**config.mk**
```make
export PLATFORM = sky130hd
export DESIGN_NAME = eight_bit_alu_with_flags_core
export DESIGN_NICKNAME = d
export VERILOG_FILES = /design/src/hdl/alu8f_pkg.sv /design/src/hdl/eight_bit_alu_with_flags_core.sv
export SDC_FILE = /design/constraint.sdc
export NUM_CORES = 1
export LEC_CHECK = 0
export BUFFER_PORTS_ARGS = -buffer_cell sky130_fd_sc_hd__buf_2
export CELL_PAD_IN_SITES_DETAIL_PLACEMENT = 1
export CELL_PAD_IN_SITES_GLOBAL_PLACEMENT = 2
export CORE_MARGIN = 2
export CORE_UTILIZATION = 35
export CTS_CLUSTER_SIZE = 24
export DETAILED_ROUTE_END_ITERATION = 6
export GPL_TIMING_DRIVEN = 0
export PLACE_DENSITY_LB_ADDON = 0.1
export SETUP_SLACK_MARGIN = 0.5
export SYNTH_ARGS = -nofsm -noshare
export SYNTH_HDL_FRONTEND = slang
export SYNTH_SLANG_ARGS = --single-unit
```
**constraint.sdc**
```tcl
create_clock -name i_clk -period 5.28 [get_ports i_clk]
set_input_delay 0 -clock i_clk [delete_from_list [all_inputs] [get_ports i_clk]]
set_output_delay 0 -clock i_clk [all_outputs]
set_load 0.02 [all_outputs]
```
**src/hdl/alu8f_pkg.sv**
```systemverilog
// ----------------------------------------------------------------------------
// alu8f_pkg
// Types, op codes and helpers for the 8-bit accumulator ALU with flags.
// ----------------------------------------------------------------------------
package alu8f_pkg;

    localparam int unsigned OP_W   = 5;
    localparam int unsigned BYTE_W = 8;
    localparam int unsigned PAIR_W = 16;
    localparam int unsigned REQ_W  = 64;
    localparam int unsigned RES_W  = 32;

    typedef enum logic [OP_W-1:0] {
        OP_ADD    = 5'd0,
        OP_ADC    = 5'd1,
        OP_SUB    = 5'd2,
        OP_SBB    = 5'd3,
        OP_ANA    = 5'd4,
        OP_XRA    = 5'd5,
        OP_ORA    = 5'd6,
        OP_CMP    = 5'd7,
        OP_RLC    = 5'd8,
        OP_RRC    = 5'd9,
        OP_RAL    = 5'd10,
        OP_RAR    = 5'd11,
        OP_CMA    = 5'd12,
        OP_CMC    = 5'd13,
        OP_STC    = 5'd14,
        OP_INR    = 5'd15,
        OP_DCR    = 5'd16,
        OP_DAD    = 5'd17,
        OP_INX    = 5'd18,
        OP_DCX    = 5'd19,
        OP_PACK   = 5'd20,
        OP_UNPACK = 5'd21
    } t_op;

    // psw bit positions
    localparam int unsigned PSW_CY = 0;
    localparam int unsigned PSW_P  = 2;
    localparam int unsigned PSW_AC = 4;
    localparam int unsigned PSW_Z  = 6;
    localparam int unsigned PSW_S  = 7;

    typedef struct packed {
        logic              cy;
        logic              ac;
        logic              z;
        logic              s;
        logic              p;
    } t_flags;

    typedef struct packed {
        logic [OP_W-1:0]   op;
        logic [BYTE_W-1:0] acc;
        logic [BYTE_W-1:0] operand;
        logic [PAIR_W-1:0] pair_hl;
        logic [PAIR_W-1:0] pair_other;
        t_flags            flags;
    } t_req;

    typedef struct packed {
        logic [BYTE_W-1:0] result_byte;
        logic [PAIR_W-1:0] pair_result;
        t_flags            flags;
        logic              writes_acc;
    } t_res;

    function automatic logic even_parity(input logic [BYTE_W-1:0] v);
        return ~(^v);
    endfunction

endpackage

```
**src/hdl/eight_bit_alu_with_flags_core.sv**
```systemverilog
// ----------------------------------------------------------------------------
// eight_bit_alu_with_flags_core
// Accumulator ALU and flag unit of an 8080-style processor.
// ----------------------------------------------------------------------------
// One request goes in, one result comes out. The block holds an input
// register and a result register with a single pass of adder, logic and
// rotate decode between them, so it takes a new request every cycle when
// the output is not stalled. The result register holds each result until
// it is taken. Both stages keep moving while the downstream side stalls only
// if a stage is empty. No state is kept between requests.
// ----------------------------------------------------------------------------
module eight_bit_alu_with_flags_core
    import alu8f_pkg::*;
(
    input  logic             i_clk,
    input  logic             i_rst_n,
    input  logic             i_s_axis_tvalid,
    output logic             o_s_axis_tready,
    // op[4:0], acc[12:5], operand[20:13], pair_hl[36:21], pair_other[52:37],
    // carry_in[53], aux_in[54], zero_in[55], sign_in[56], parity_in[57], zero fill
    input  logic [REQ_W-1:0] i_s_axis_tdata,
    output logic             o_m_axis_tvalid,
    input  logic             i_m_axis_tready,
    // result_byte[7:0], pair_result[23:8], carry_out[24], aux_out[25],
    // zero_out[26], sign_out[27], parity_out[28], writes_acc[29], zero fill
    output logic [RES_W-1:0] o_m_axis_tdata
);

    t_req r_in;
    logic r_in_vld;
    t_res r_out;
    logic r_out_vld;
    t_res n_out;
    t_req req_in;
    logic out_ready;

    assign req_in.op         = i_s_axis_tdata[4:0];
    assign req_in.acc        = i_s_axis_tdata[12:5];
    assign req_in.operand    = i_s_axis_tdata[20:13];
    assign req_in.pair_hl    = i_s_axis_tdata[36:21];
    assign req_in.pair_other = i_s_axis_tdata[52:37];
    assign req_in.flags.cy   = i_s_axis_tdata[53];
    assign req_in.flags.ac   = i_s_axis_tdata[54];
    assign req_in.flags.z    = i_s_axis_tdata[55];
    assign req_in.flags.s    = i_s_axis_tdata[56];
    assign req_in.flags.p    = i_s_axis_tdata[57];

    assign out_ready       = !r_out_vld || i_m_axis_tready;
    assign o_s_axis_tready = !r_in_vld || out_ready;

    always_ff @(posedge i_clk) begin
        if (!i_rst_n) begin
            r_in_vld  <= 1'b0;
            r_out_vld <= 1'b0;
        end else begin
            if (o_s_axis_tready) begin
                r_in_vld <= i_s_axis_tvalid;
            end
            if (out_ready) begin
                r_out_vld <= r_in_vld;
            end
        end
    end

    always_ff @(posedge i_clk) begin
        if (o_s_axis_tready && i_s_axis_tvalid) begin
            r_in <= req_in;
        end
        if (out_ready && r_in_vld) begin
            r_out <= n_out;
        end
    end

    // datapath
    logic [BYTE_W-1:0] a;
    logic [BYTE_W-1:0] b;
    logic [BYTE_W-1:0] add_b;
    logic              add_cin;
    logic [BYTE_W:0]   add_sum;
    logic [4:0]        add_nib;
    logic [PAIR_W:0]   dad_sum;
    logic [BYTE_W-1:0] res;
    t_flags            f;
    logic              set_szp;

    assign a = r_in.acc;
    assign b = r_in.operand;

    always_comb begin
        add_b   = b;
        add_cin = 1'b0;
        unique case (r_in.op)
            OP_ADC:         add_cin = r_in.flags.cy;
            OP_SUB, OP_CMP: begin
                add_b   = ~b;
                add_cin = 1'b1;
            end
            OP_SBB: begin
                add_b   = ~b;
                add_cin = ~r_in.flags.cy;
            end
            default: begin
                add_b   = b;
                add_cin = 1'b0;
            end
        endcase
    end

    assign add_sum = {1'b0, a} + {1'b0, add_b} + {{BYTE_W{1'b0}}, add_cin};
    assign add_nib = {1'b0, a[3:0]} + {1'b0, add_b[3:0]} + {4'd0, add_cin};
    assign dad_sum = {1'b0, r_in.pair_hl} + {1'b0, r_in.pair_other};

    always_comb begin
        res                = a;
        f                  = r_in.flags;
        set_szp            = 1'b0;
        n_out.pair_result  = '0;
        n_out.writes_acc   = 1'b0;
        unique case (r_in.op)
            OP_ADD, OP_ADC: begin
                res              = add_sum[BYTE_W-1:0];
                f.cy             = add_sum[BYTE_W];
                f.ac             = add_nib[4];
                set_szp          = 1'b1;
                n_out.writes_acc = 1'b1;
            end
            OP_SUB, OP_SBB, OP_CMP: begin
                res              = add_sum[BYTE_W-1:0];
                f.cy             = ~add_sum[BYTE_W];
                f.ac             = add_nib[4];
                set_szp          = 1'b1;
                n_out.writes_acc = (r_in.op != OP_CMP);
            end
            OP_ANA: begin
                res              = a & b;
                f.cy             = 1'b0;
                f.ac             = a[3] | b[3];
                set_szp          = 1'b1;
                n_out.writes_acc = 1'b1;
            end
            OP_XRA, OP_ORA: begin
                res              = (r_in.op == OP_XRA) ? (a ^ b) : (a | b);
                f.cy             = 1'b0;
                f.ac             = 1'b0;
                set_szp          = 1'b1;
                n_out.writes_acc = 1'b1;
            end
            OP_RLC: begin
                res              = {a[6:0], a[7]};
                f.cy             = a[7];
                n_out.writes_acc = 1'b1;
            end
            OP_RRC: begin
                res              = {a[0], a[7:1]};
                f.cy             = a[0];
                n_out.writes_acc = 1'b1;
            end
            OP_RAL: begin
                res              = {a[6:0], r_in.flags.cy};
                f.cy             = a[7];
                n_out.writes_acc = 1'b1;
            end
            OP_RAR: begin
                res              = {r_in.flags.cy, a[7:1]};
                f.cy             = a[0];
                n_out.writes_acc = 1'b1;
            end
            OP_CMA: begin
                res              = ~a;
                n_out.writes_acc = 1'b1;
            end
            OP_CMC: f.cy = ~r_in.flags.cy;
            OP_STC: f.cy = 1'b1;
            OP_INR: begin
                res     = b + 8'd1;
                f.ac    = (b[3:0] == 4'hf);
                set_szp = 1'b1;
            end
            OP_DCR: begin
                res     = b - 8'd1;
                f.ac    = (b[3:0] != 4'h0);
                set_szp = 1'b1;
            end
            OP_DAD: begin
                f.cy              = dad_sum[PAIR_W];
                n_out.pair_result = dad_sum[PAIR_W-1:0];
            end
            OP_INX: n_out.pair_result = r_in.pair_other + 16'd1;
            OP_DCX: n_out.pair_result = r_in.pair_other - 16'd1;
            OP_PACK: begin
                res         = 8'h02;
                res[PSW_S]  = r_in.flags.s;
                res[PSW_Z]  = r_in.flags.z;
                res[PSW_AC] = r_in.flags.ac;
                res[PSW_P]  = r_in.flags.p;
                res[PSW_CY] = r_in.flags.cy;
            end
            OP_UNPACK: begin
                f.cy = b[PSW_CY];
                f.p  = b[PSW_P];
                f.ac = b[PSW_AC];
                f.z  = b[PSW_Z];
                f.s  = b[PSW_S];
            end
            default: begin
                res = a;
            end
        endcase
        if (set_szp) begin
            f.z = (res == '0);
            f.s = res[BYTE_W-1];
            f.p = even_parity(res);
        end
        n_out.result_byte = res;
        n_out.flags       = f;
    end

    assign o_m_axis_tvalid = r_out_vld;
    assign o_m_axis_tdata  = {2'b00, r_out.writes_acc, r_out.flags.p, r_out.flags.s,
                              r_out.flags.z, r_out.flags.ac, r_out.flags.cy,
                              r_out.pair_result, r_out.result_byte};

endmodule
```
Word-level counts from Yosys, hierarchy flattened. Cells that the tools add are included.

Register bits: 90. Output and inout port bits: 34. Word-level logic and storage cells: 92.

Add/sub/neg operators: 9. Eq/ne operators: 23. Muxes and demuxes: 11. Bitwise logic cells: 9. Reduce and logical (&&, ||, !) cells: 20.

Operators with widths (number): $pmux W8 S11 (1); $pmux W16 S3 (1); $eq A5 B4 Y1 const B (8); $eq A5 B5 Y1 const B (6); $eq A5 B3 Y1 const B (4); $reduce_or A10 Y1 (2); $add A16 B16 Y17 (1); $add A16 B1 Y16 const B (1); $mux W8 (2); $not A8 Y8 (2); $sub A16 B1 Y16 const B (1); $eq A5 B2 Y1 const B (2); $reduce_or A2 Y1 (5); $add A8 B8 Y9 (1); $add A9 B1 Y9 (1); $pmux W1 S9 (1); $add A8 B1 Y8 const B (1); $and A8 B8 Y8 (1); $logic_not A8 Y1 (1); $or A8 B8 Y8 (1); $reduce_xor A8 Y1 (1); $sub A8 B1 Y8 const B (1); $xor A8 B8 Y8 (1); $mux W3 (2); 18 further kinds (24).

Depth between registers and ports, before layout. Gate-level depths: netlist of run 1.

Depth in word-level cells: 9. Mapped depth: 19.

Least setup slack after synthesis of run 1. Ideal clock, no wire load.

Kind: flip-flop to flip-flop. Start: reg r_in[55] in the netlist's numbering. End: reg r_out, in the netlist o_m_axis_tdata[28] (data pin). Arrival: 3.861 ns. Required time: 5.010 ns. Setup slack: 1.149 ns. Stages on the path, launching flop included: 20. Path buffers: 3. Cell sequence: edfxtp_1 -> buf_4 -> buf_4 -> buf_2 -> a21oi_2 -> nand2_2 -> xnor2_1 -> fa_1 -> fa_1 -> a211o_1 -> o211ai_1 -> o2bb2ai_1 -> xnor2_1 -> and2_1 -> o32ai_1 -> ha_1 -> xnor2_1 -> xnor2_1 -> nor2_1 -> a21oi_1.

RTL lines: start, declared (RTL line eight_bit_alu_with_flags_core.sv:29) `t_req r_in;`; start signal, assigned (RTL line eight_bit_alu_with_flags_core.sv:67) `r_in <= req_in;`; end signal, assigned (RTL line eight_bit_alu_with_flags_core.sv:70) `r_out <= n_out;`; end, declared (RTL line eight_bit_alu_with_flags_core.sv:31) `t_res r_out;`.

==> results of run 1 <==
where the power goes:
part           internal [mW]  total, mW  leakage, nW  switching (mW)
sequential             0.836      0.868        0.860          0.0323
clock                  0.371      0.665        0.151           0.294
combinational          0.226      0.505         2.33           0.279
total                   1.43       2.04         3.34           0.605
how the worst max path moves through the flow:
stage | cells past startpoint | endpoint | start | slack (ns)
after CTS | 19 | o_m_axis_tdata[28]$_DFFE_PP_ | r_in[55]$_DFFE_PP_ | 0.51
after global placement | 18 | o_m_axis_tdata[28]$_DFFE_PP_ | r_in[53]$_DFFE_PP_ | 0.54
final | 19 | o_m_axis_tdata[28]$_DFFE_PP_ | r_in[55]$_DFFE_PP_ | 0.78
after detailed placement | 18 | o_m_axis_tdata[28]$_DFFE_PP_ | r_in[53]$_DFFE_PP_ | 0.49
after floorplan | 19 | o_m_axis_tdata[28]$_DFFE_PP_ | r_in[55]$_DFFE_PP_ | 1.15
after global routing | 19 | o_m_axis_tdata[28]$_DFFE_PP_ | r_in[55]$_DFFE_PP_ | 0.53
state kept, by name (all words and copies together), names as in the netlist:
signal,flops
r_in,42
o_m_axis_tvalid,1
r_in_vld,1
o_m_axis_tdata,30
a,8
b,8
per-stage QoR:
step | instance area, sq um | hold slack [ns] | util, % | instances
after detailed placement | 7283 | 0.1783 | 40.41 | 945
after CTS | 8192 | 0.01681 | 45.45 | 1021
after global placement | 7227 | 0.1760 | 40.09 | 943
after global routing | 8238 | 0.04984 | 45.70 | 1023
after floorplan | 6475 | 0.09887 | - | 621
final | 8238 | 0.03597 | 45.70 | 1023
cell type report:
type / count / share of cell area (%)
sequential: 90 / 32.56
tap: 229 / 3.478
antenna: 1 / 0.03038
timing repair buffer: 156 / 13.61
clock buffer: 9 / 2.734
multi-input combinational: 482 / 43.85
buffer: 25 / 1.731
inverter: 24 / 1.094
clock inverter: 7 / 0.9113
cell families (layout without fill, tap and decap cells):
group | count (synthesis) | count (layout) | share of synthesized area, %
AO/OA/AOI/OAI | 193 | 193 | 20.94
AND/OR/NAND/NOR | 164 | 164 | 12.59
flip-flops | 90 | 90 | 41.45
adder cells (fa/ha/maj) | 69 | 69 | 13.88
buffers and inverters | 49 | 221 | 3.558
XOR/XNOR | 44 | 44 | 5.955
multiplexers | 10 | 10 | 1.566
other | 1 | 3 | 0.05795
metal layers:
layer | routed length (um) | vias up | global-route usage (%)
li1 | - | 2702 | -
met1 | 8660 | 2803 | 25.39
met2 | 10460 | 107 | 38.33
met3 | 535 | 32 | 2.803
met4 | 629 | 0 | 7.842
met5 | 0 | - | 0
Yosys cell counts, drive strengths merged, types with 4 or more instances:
cell type  count
nor2          49
ha            63
nand2         39
a21o          11
xor2          12
a2111oi        6
nor3           7
o21a           8
nand2b         4
o21ai         31
nor2b         13
mux2i          9
clkbuf        10
and3           8
a22oi          5
nand3         13
or2            5
buf           15
fa             5
o21bai         7
o211ai         7
a21oi         46
o31ai          6
o22ai         14
edfxtp        88
a31oi          4
xnor2         32
nand4          7
a211oi        14
inv           24
repair_timing:
action                                  in CTS  in global routing
setup buffers                                0                  1
hold buffers                                60                  0
resized for setup                            2                  7
endpoints found under the setup margin       1                  3
gates cloned                                 0                  0
hold endpoints to repair                    60                  0
critical path: stages, from the launching register on:
cell                        delay, ns
sky130_fd_sc_hd__edfxtp_1        0.39
sky130_fd_sc_hd__buf_4           0.19
sky130_fd_sc_hd__buf_4           0.18
sky130_fd_sc_hd__buf_2           0.21
sky130_fd_sc_hd__a21oi_4         0.19
sky130_fd_sc_hd__nand2_4         0.14
sky130_fd_sc_hd__xnor2_1         0.19
sky130_fd_sc_hd__fa_2            0.40
sky130_fd_sc_hd__fa_2            0.39
sky130_fd_sc_hd__a211o_1         0.28
sky130_fd_sc_hd__o211ai_1        0.18
sky130_fd_sc_hd__o2bb2ai_2       0.17
sky130_fd_sc_hd__xnor2_1         0.12
sky130_fd_sc_hd__and2_1          0.19
sky130_fd_sc_hd__o32ai_2         0.29
sky130_fd_sc_hd__ha_1            0.31
sky130_fd_sc_hd__xnor2_2         0.16
sky130_fd_sc_hd__xnor2_1         0.13
sky130_fd_sc_hd__nor2_1          0.08
sky130_fd_sc_hd__a21oi_1         0.05
==> metrics.md, run 1 <==
| Metric | Value |
|---|---|
| Yosys cell types | `76` |
| Leading cell types in the layout, fill and taps excluded | `sky130_fd_sc_hd__buf_2, sky130_fd_sc_hd__edfxtp_1, sky130_fd_sc_hd__ha_1, sky130_fd_sc_hd__dlygate4sd3_1, sky130_fd_sc_hd__nor2_1` |
| Starting utilization of the core area | `between 30% and 40%` |
| # rows | `between 40 and 50` |
| Avg Inst Size Synth | `around 10 sq um` |
| Worst-case vdd ir drop | `197.1 uV` |
| Routability congestion estimate | `~0.85` |
| Sum of routed wire length over all layers | `approximately 20 mm` |
| Count of flip-flops with a built-in enable after synthesis | `between 80 and 90` |
| Worst R2R Setup Slack | `roughly 0.78 ns` |
| Final global-route overflow total | `0` |
| Number of H-tree levels | `3` |
| Reg-to-reg startpoint | `r_in[55]$_DFFE_PP_` |
| Cell taking the most area after synthesis | `sky130_fd_sc_hd__edfxtp_1` |
| Most frequent standard cell in the layout excluding fill and tap cells | `sky130_fd_sc_hd__buf_2` |
| Global-route wire length before repair | `about 32 mm` |
| Kind of capture point of the worst setup path | `flop` |
| Starting DRC count in detailed routing | `around 320` |
| Layout overhead on the synthesized area | `27.30%` |
| Capture instance of the worst register-to-register path | `o_m_axis_tdata[28]$_DFFE_PP_` |
| Proportion of layout cells with a drive suffix above 1 | `18.66%` |
| Ports | `102` |
| Register bit total from synthesis | `90` |
| Maximum Capacitance Violations | `0` |
| Final-report setup violation count | `0` |
| Ratio of routed vias to standard cells | `about 5.5` |
| Clock transition time at the flip-flop clock pins of the worst setup and hold paths | `0.07 ns` |
| Fillers | `~2000` |
| Width of the die | `between 100 and 150 um` |
| Antenna-violating nets left | `0` |
| Number of pins exceeding their max-slew limit in the final report | `0` |
| Post-placement worst setup slack | `roughly 0.5 ns` |
| Share of the clock period used by the worst path | `approximately 85%` |
| Top cells by area, synth | `sky130_fd_sc_hd__edfxtp_1, sky130_fd_sc_hd__ha_1, sky130_fd_sc_hd__xnor2_1` |
| Nets@finish | `924` |
| Timing-limited maximum frequency | `approximately 220 MHz` |
| Die area | `roughly 20000 sq um` |
| Kind of path behind the tightest hold check | `input pin to flop` |
| Longest Clk Path Bufs | `2` |
| Share of the synthesized area in the top cell type | `40.84%` |
| Final worst clock skew | `about 0.0098 ns` |
| Async set or reset register ratio after synthesis | `0%` |
| Core Footprint | `between 15000 and 20000 sq um` |
| Root cell of the clock tree | `sky130_fd_sc_hd__clkbuf_16` |
| Slew of the pin with the lowest slew margin | `0.8170 ns` |
| Y dimension of the die | `140.0 um` |
| Required time of the critical path | `about 5.4 ns` |
| FF+latch area | `between 2000 and 3000 sq um` |
| Largest net degree at the start of global routing | `33` |
| Setup repair after global routing missed its margin | `no` |
| Cell Area, Synth | `6471 sq um` |
| Hold worst-path end | `o_m_axis_tvalid$_SDFFE_PN0P_` |
| Most frequently used flop master after synthesis | `sky130_fd_sc_hd__edfxtp_1` |
| Hold Path Cell Cnt | `3` |
| Via count of the first global-routing pass | `approximately 6100` |
| Total power of the final layout | `slightly above 2 mW` |
| Final critical-path setup slack | `a little under 0.8 ns` |
| Sum of negative setup slack | `0 ns` |
| Warnings, synthesis | `0` |
| Antenna violations before repair | `1` |
| Worst Reg-to-Reg Cells | `19` |
| CP startpoint kind | `flop` |
| Clock tree from TritonCTS | `yes` |
| Normalized max-slew margin | `roughly 45%` |
| Length of the first detailed-routing pass in iterations | `4` |
| Sequential fraction of the synthesis area | `41.45%` |
| Power density normalized to cell area | `~250 nW/um^2` |
| Clock period minus final worst setup slack | `roughly 4.5 ns` |
| Number of remaining DRC errors | `0` |
| Via count of the routed design | `5644` |
| Pleak | `approximately 3.3 nW` |
| Arrival time worst endpoint | `4.58 ns` |
| Largest fanout on the critical path | `10` |
| Worst skew pair latency | `0.35 ns` |
| WL per Instance | `between 15 and 20 um` |
| Total area of multi-input combinational cells | `approximately 3600 sq um` |
| CTS Sinks | `90` |
| All-Layer GR Usage | `between 20% and 30%` |
| Number of I/O port buffers | `between 90 and 100` |
| Post-synthesis instance total | `620` |
| Post-detail-place hpwl | `between 15 and 20 mm` |
| Status | `finished clean` |
| Clock buffers created by TritonCTS | `9` |
| Final hold violation count | `0` |
| Worst hold start | `i_m_axis_tready` |
| Category of the most critical setup path | `flop to flop` |
No activity file was read; power rests on OpenSTA's default activity.
==> run 2, diff against run 1 <==
RECOVER_POWER = 100   (was unset)
==> run 2 against run 1 <==
  * The flow now finishes with violations (capacitance limit, slew limit)
  * Non-clock buffer count unchanged
  * Critical path type unchanged
  * Register-to-register slack lost 0.24 ns
  * Utilization is 0.58 points lower
==> metrics.md, run 2 (synthesis gave the netlist of run 1 again) <==
| Metric | Value |
|---|---|
| Status | `complete, but fails checks` |
| Violations in the final reports | `capacitance limit, slew limit` |
| Sum of routed wire length over all layers | `a little over 20 mm` |
| Delay of the slowest critical-path stage | `0.46 ns` |
| # rows | `slightly below 50` |
| Routability congestion estimate | `between 0.8 and 0.9` |
| Portion of total power attributed to the clock network | `between 30 and 40%` |
| Number of I/O port buffers | `a little over 90` |
| Worst skew pair latency | `between 0.3 and 0.4 ns` |
| Worst Reg-to-Reg Cells | `19` |
| WL per Instance | `roughly 20 um` |
| Clock period minus final worst setup slack | `between 4 and 5 ns` |
| Pleak | `3.217 nW` |
| Layout overhead on the synthesized area | `25.70%` |
| Fraction of power consumed by combinational cells | `about 24%` |
| Antenna-violating nets left | `0` |
| Length of the first detailed-routing pass in iterations | `4` |
| Post-detailed-placement cell area | `7283 sq um` |
| Number of H-tree levels | `3` |
| Kind of capture point of the worst setup path | `flop` |
| All-Layer GR Usage | `a little over a fifth` |
| Ports | `just over 100` |
| CTS Sinks | `90` |
| Die area | `a little under 20000 sq um` |
| Number of remaining DRC errors | `0` |
| Post-detail-place hpwl | `15.43 mm` |
| GR Layer Usage met2 | `a little under two fifths` |
| Number of pins exceeding their max-slew limit in the final report | `around 60` |
| Finished Layout Cells | `1023` |
| Leading cell types in the layout, fill and taps excluded | `sky130_fd_sc_hd__edfxtp_1, sky130_fd_sc_hd__buf_2, sky130_fd_sc_hd__ha_1, sky130_fd_sc_hd__dlygate4sd3_1` |
| CP startpoint kind | `flop` |
| Net switching share of the total power | `roughly 30%` |
| Power density normalized to cell area | `249.5 nW/um^2` |
| Worst hold start | `i_m_axis_tready` |
| Clock transition time at the flip-flop clock pins of the worst setup and hold paths | `0.07 ns` |
| Largest fanout on the critical path | `10` |
| Count of placed standard cells including taps | `roughly 950` |
| Global-route wire length before repair | `32.35 mm` |
| Antenna violations before repair | `1` |
| Proportion of layout cells with a drive suffix above 1 | `13.37%` |
| Worst-case vdd ir drop | `between 150 and 200 uV` |
| Final hold violation count | `0` |
| Hold Path Cell Cnt | `3` |
| Final worst clock skew | `slightly below 0.01 ns` |
| Category of the most critical setup path | `flop to flop` |
| Timing-limited maximum frequency | `about 210 MHz` |
| Worst-path cell chain | `clkbuf_1, buf_4, buf_2, a21oi_4, nand2_4, xnor2_1, fa_1, fa_2, a211o_1, o211ai_1, o2bb2ai_2, xnor2_1, and2_1, o32ai_2, ha_1, xnor2_2, xnor2_1, nor2_1, a21oi_1` |
| Kind of path behind the tightest hold check | `input pin to flop` |
| Register containing the most flip-flops in the final layout | `r_in` |
| Via count of the first global-routing pass | `between 6000 and 7000` |
| Met3 Use GR | `~2.8%` |
| Share of the clock period used by the worst path | `between 80 and 90%` |
| Cell repeated most along the worst path | `sky130_fd_sc_hd__xnor2_1` |
| Final global-route overflow total | `0` |
| Part of the total power dissipated in sequential elements | `42.9%` |
| Global route hottest layer | `met2` |
| Total power of the final layout | `~2.0 mW` |
| Ratio of routed vias to standard cells | `about 5.5` |
| Starting utilization of the core area | `35.90%` |
| Reg-to-reg startpoint | `r_in[55]$_DFFE_PP_` |
| Normalized max-slew margin | `-31.84%` |
| Starting DRC count in detailed routing | `326` |
| Slew of the pin with the lowest slew margin | `1.976 ns` |
| Width of the die | `140.0 um` |
| Largest net degree at the start of global routing | `33` |
| Root cell of the clock tree | `sky130_fd_sc_hd__clkbuf_16` |
| Required time of the critical path | `5.36 ns` |
| Post-placement worst setup slack | `slightly below 0.5 ns` |
| Number of flip-flops under the largest register name | `42` |
| Global Route met1 Usage | `approximately 25%` |
| Via count of the routed design | `between 5000 and 6000` |
| Y dimension of the die | `around 140 um` |
| Longest Clk Path Bufs | `2` |
| Setup repair after global routing missed its margin | `no` |
| Final-report setup violation count | `0` |
| Highest-delay cell along the critical path | `sky130_fd_sc_hd__fa_1` |
| Fillers | `2048` |
| Clock buffers created by TritonCTS | `9` |
| Post-route cell area | `8134 sq um` |
| Nets@finish | `924` |
| Arrival time worst endpoint | `approximately 4.8 ns` |
| Cell internal power dissipation | `approximately 1.4 mW` |
| Maximum Capacitance Violations | `2` |
| Core Footprint | `approximately 18000 sq um` |
| Switching power total | `roughly 600 uW` |
| Final critical-path setup slack | `0.5449 ns` |
| Sum of negative setup slack | `0 ns` |
| Most frequent standard cell in the layout excluding fill and tap cells | `sky130_fd_sc_hd__edfxtp_1` |
| Worst setup path start | `r_in[55]$_DFFE_PP_` |
| Clock tree from TritonCTS | `yes` |
-- run 2: cell types whose count changed in the layout (fill, tap and decap cells not counted), sizes merged --
cell	change
clkbuf	+38
buf	-38
-- run 2: area by class of cell --
cell class	count	area (sq um)	area share, %
sequential	90	2683	32.98
tap	229	286.5	3.523
antenna	1	2.502	0.03076
timing repair buffer	156	1039	12.77
multi-input combinational	482	3596	44.21
inverter	24	90.09	1.108
buffer	25	137.6	1.692
clock inverter	7	75.07	0.9229
clock buffer	9	225.2	2.769
-- run 2: power groups by stage --
stage	registers, mW	logic [mW]	clock network, mW
2_1_floorplan	0.892	0.302	0
3_3_place_gp	0.886	0.439	0
3_5_place_dp	0.884	0.456	0
4_1_cts	0.869	0.495	0.684
5_1_grt	0.875	0.548	0.711
6_report	0.870	0.494	0.666
-- run 2: worst paths after layout --
kind	endpoint	slack, ns
worst min-delay path	o_m_axis_tvalid$_SDFFE_PN0P_	0.009
worst min register to register	o_m_axis_tvalid$_SDFFE_PN0P_	0.55
worst max-delay path	o_m_axis_tdata[28]$_DFFE_PP_	0.54
worst max register to register	o_m_axis_tdata[28]$_DFFE_PP_	0.54
-- run 2: critical path, delay by kind of cell (launching register included) --
| kind | cells | cell delay, ns |
|---|---|---|
| compound gates | 6 | 1.07 |
| xor+xnor | 4 | 0.52 |
| fa+ha+maj | 3 | 1.17 |
| buf+inv | 3 | 0.91 |
| flops | 1 | 0.35 |
| simple gates | 3 | 0.45 |
-- run 2: what timing repair did --
item,in CTS,in global routing
hold buffers,60,0
resized for setup,2,7
buffers inserted,0,1
endpoints found under the setup margin,1,3
endpoints found under the hold margin,60,0
-- run 2: routing by layer --
| layer | wire, um | up-vias |
|---|---|---|
| met2 | 10410 | 112 |
| met5 | 0 | - |
| met3 | 563 | 33 |
| li1 | - | 2703 |
| met4 | 626 | 0 |
| met1 | 8645 | 2791 |
-- run 2: metrics by stage --
stage | utilization (%) | hold slack (ns)
after global routing | 45.13 | 0.02137
after CTS | 45.45 | 0.01681
after global placement | 40.09 | 0.1760
final | 45.13 | 0.008873
after floorplan | - | 0.09887
after detailed placement | 40.41 | 0.1783
==> run 3, diff against run 2 <==
BUFFER_PORTS_ARGS = -buffer_cell sky130_fd_sc_hd__buf_4   (was -buffer_cell sky130_fd_sc_hd__buf_2)
==> run 3 against run 2 <==
  * The flow finishes with violations (hold timing, capacitance limit, slew limit)
  * Utilization rose by 0.74 points
  * Non-clock buffer count unchanged
  * Via count about the same
  * Clock-buffer cell count unchanged
  * Final cell count about the same
  * First-iteration DRC count shrank 7.4%
  * Global-route usage up 0.087 points
  * Largest cell class unchanged
==> metrics.md, run 3 (synthesis gave the netlist of run 1 again) <==
| Metric | Value |
|---|---|
| Length of the first detailed-routing pass in iterations | `5` |
| Register containing the most flip-flops in the final layout | `r_in` |
| WL per Instance | `19.85 um` |
| Clock tree from TritonCTS | `yes` |
| Violations in the final reports | `hold timing, capacitance limit, slew limit` |
| Worst R2R Setup Slack | `around 0.57 ns` |
| Leading cell types in the layout, fill and taps excluded | `sky130_fd_sc_hd__edfxtp_1, sky130_fd_sc_hd__ha_1, sky130_fd_sc_hd__dlygate4sd3_1, sky130_fd_sc_hd__clkbuf_4` |
| All-Layer GR Usage | `21.17%` |
| Proportion of layout cells with a drive suffix above 1 | `12.86%` |
| Delay of the slowest critical-path stage | `around 0.4 ns` |
| Starting utilization of the core area | `35.90%` |
| Arrival time worst endpoint | `approximately 4.9 ns` |
| Finished Layout Cells | `approximately 1000` |
| Root cell of the clock tree | `sky130_fd_sc_hd__clkbuf_16` |
| Setup repair after global routing missed its margin | `no` |
| Core Footprint | `~18000 sq um` |
| Post-placement worst setup slack | `0.5405 ns` |
| Clock buffers created by TritonCTS | `9` |
| Final critical-path setup slack | `about 0.57 ns` |
| Count of placed standard cells including taps | `approximately 950` |
| Met3 Use GR | `slightly below 3%` |
| Clock period minus final worst setup slack | `4.711 ns` |
| Share of the clock period used by the worst path | `89.22%` |
| Number of antenna diodes | `0` |
| Global Route met1 Usage | `between 20% and 30%` |
| Dominant delay contributor by cell family on the critical path | `compound AO/OA/AOI/OAI gates` |
| Most frequent standard cell in the layout excluding fill and tap cells | `sky130_fd_sc_hd__edfxtp_1` |
| Longest Clk Path Bufs | `2` |
| Kind of path behind the tightest hold check | `input pin to flop` |
| Category of the most critical setup path | `flop to flop` |
| Final hold violation count | `1` |
| Nets@finish | `approximately 900` |
| Number of flip-flops under the largest register name | `42` |
| Worst hold slack | `-0.002516 ns` |
| Via count of the first global-routing pass | `about 6000` |
| Ports | `102` |
| Required time of the critical path | `roughly 5.5 ns` |
| Number of I/O port buffers | `slightly above 90` |
| Highest-delay cell along the critical path | `sky130_fd_sc_hd__fa_2` |
| Starting DRC count in detailed routing | `302` |
| Post-detail-place hpwl | `between 15 and 20 mm` |
| Final-report setup violation count | `0` |
| Sum of negative setup slack | `0 ns` |
| Y dimension of the die | `approximately 140 um` |
| Final worst clock skew | `around 0.0097 ns` |
| Slew of the pin with the lowest slew margin | `between 1.5 and 2 ns` |
| Number of pins exceeding their max-slew limit in the final report | `61` |
| Number of remaining DRC errors | `0` |
| Largest fanout on the critical path | `10` |
| Layout overhead on the synthesized area | `27.76%` |
| Die area | `~20000 sq um` |
| Pleak | `about 3.2 nW` |
| Power density normalized to cell area | `248.2 nW/um^2` |
| # rows | `49` |
| Worst-path cell chain | `buf_4, buf_4, clkbuf_1, a21oi_1, nand2_4, xnor2_1, fa_2, fa_2, a211o_1, o211ai_1, o2bb2ai_1, xnor2_1, and2_1, o32ai_2, ha_1, xnor2_1, xnor2_1, nor2_1, a21oi_1` |
| Clock transition time at the flip-flop clock pins of the worst setup and hold paths | `roughly 0.070 ns` |
| Maximum Capacitance Violations | `2` |
| Global-route wire length before repair | `about 32 mm` |
| Final global-route overflow total | `0` |
| Routability congestion estimate | `between 0.8 and 0.9` |
| Sum of routed wire length over all layers | `roughly 20 mm` |
| Worst skew pair latency | `about 0.37 ns` |
| Largest net degree at the start of global routing | `33` |
| Global route hottest layer | `met2` |
| Kind of capture point of the worst setup path | `flop` |
| Status | `complete, but fails checks` |
| Timing-limited maximum frequency | `around 210 MHz` |
| Worst-case vdd ir drop | `between 150 and 200 uV` |
| CP startpoint kind | `flop` |
| WP buf/inv | `3` |
| Cell repeated most along the worst path | `sky130_fd_sc_hd__xnor2_1` |
| Antenna-violating nets left | `0` |
| Width of the die | `roughly 140 um` |
| Via count of the routed design | `around 5600` |
| Post-detailed-placement cell area | `7516 sq um` |
| Antenna violations before repair | `0` |
| CTS Sinks | `90` |
| GR Layer Usage met2 | `37.84%` |
| Number of H-tree levels | `3` |
| Ratio of routed vias to standard cells | `between 5 and 6` |
| Post-route cell area | `about 8300 sq um` |
| Normalized max-slew margin | `-29.59%` |
[run 3: cell count changes in the layout (fill, tap and decap cells not counted), sizes merged]
cell / change
buf: -57
clkbuf: +57
clkinv: -1
clkinvlp: +2
diode: -1
inv: -1
[run 3: metal layers]
layer | vias up | wire length [um]
li1 | 2703 | -
met1 | 2792 | 8681
met2 | 108 | 10440
met3 | 33 | 565
met4 | 0 | 594
met5 | - | 0
[run 3: final cells by class]
| cell class | count | area, sq um |
|---|---|---|
| Clock buffer | 9 | 225.2 |
| Multi-Input combinational cell | 482 | 3571 |
| Buffer | 25 | 138.9 |
| Clock inverter | 7 | 87.58 |
| Tap cell | 229 | 286.5 |
| Sequential cell | 90 | 2683 |
| Inverter | 24 | 90.09 |
| Fill cell | 2032 | 9757 |
| Timing Repair Buffer | 156 | 1186 |
[run 3: power by group]
group	leakage [nW]	switching, mW	total [mW]	internal [mW]
Sequential	0.860	0.0329	0.870	0.837
Clock	0.145	0.308	0.683	0.375
Combinational	2.24	0.276	0.499	0.223
Total	3.24	0.617	2.05	1.43
[run 3: final timing paths]
| path | end | from | cells after the start |
|---|---|---|---|
| setup / recovery | o_m_axis_tdata[28]$_DFFE_PP_ | r_in[55]$_DFFE_PP_ | 19 |
| hold / removal | o_m_axis_tvalid$_SDFFE_PN0P_ | i_m_axis_tready | 3 |
| setup reg to reg | o_m_axis_tdata[28]$_DFFE_PP_ | r_in[55]$_DFFE_PP_ | 19 |
| hold reg to reg | o_m_axis_tvalid$_SDFFE_PN0P_ | r_in_vld$_SDFFE_PN0N_ | 1 |
[run 3: stage by stage]
| step | total power [mW] | utilization (%) |
|---|---|---|
| floorplan | 1.194 | - |
| global placement | 1.348 | 41.39 |
| detailed placement | 1.363 | 41.70 |
| CTS | 2.084 | 46.81 |
| global route | 2.147 | 45.87 |
| finish | 2.052 | 45.87 |
[run 3: worst min-delay path: stages]
cell                      delay [ns]
sky130_fd_sc_hd__buf_4          0.08
sky130_fd_sc_hd__nor2b_1        0.06
sky130_fd_sc_hd__o21a_1         0.17
[run 3: repair_timing]
| item | CTS | global route |
|---|---|---|
| buffers inserted | 0 | 1 |
| setup endpoints to repair | 1 | 1 |
| resized for setup | 2 | 4 |
| hold endpoints to repair | 60 | 0 |
| hold buffers | 60 | 0 |
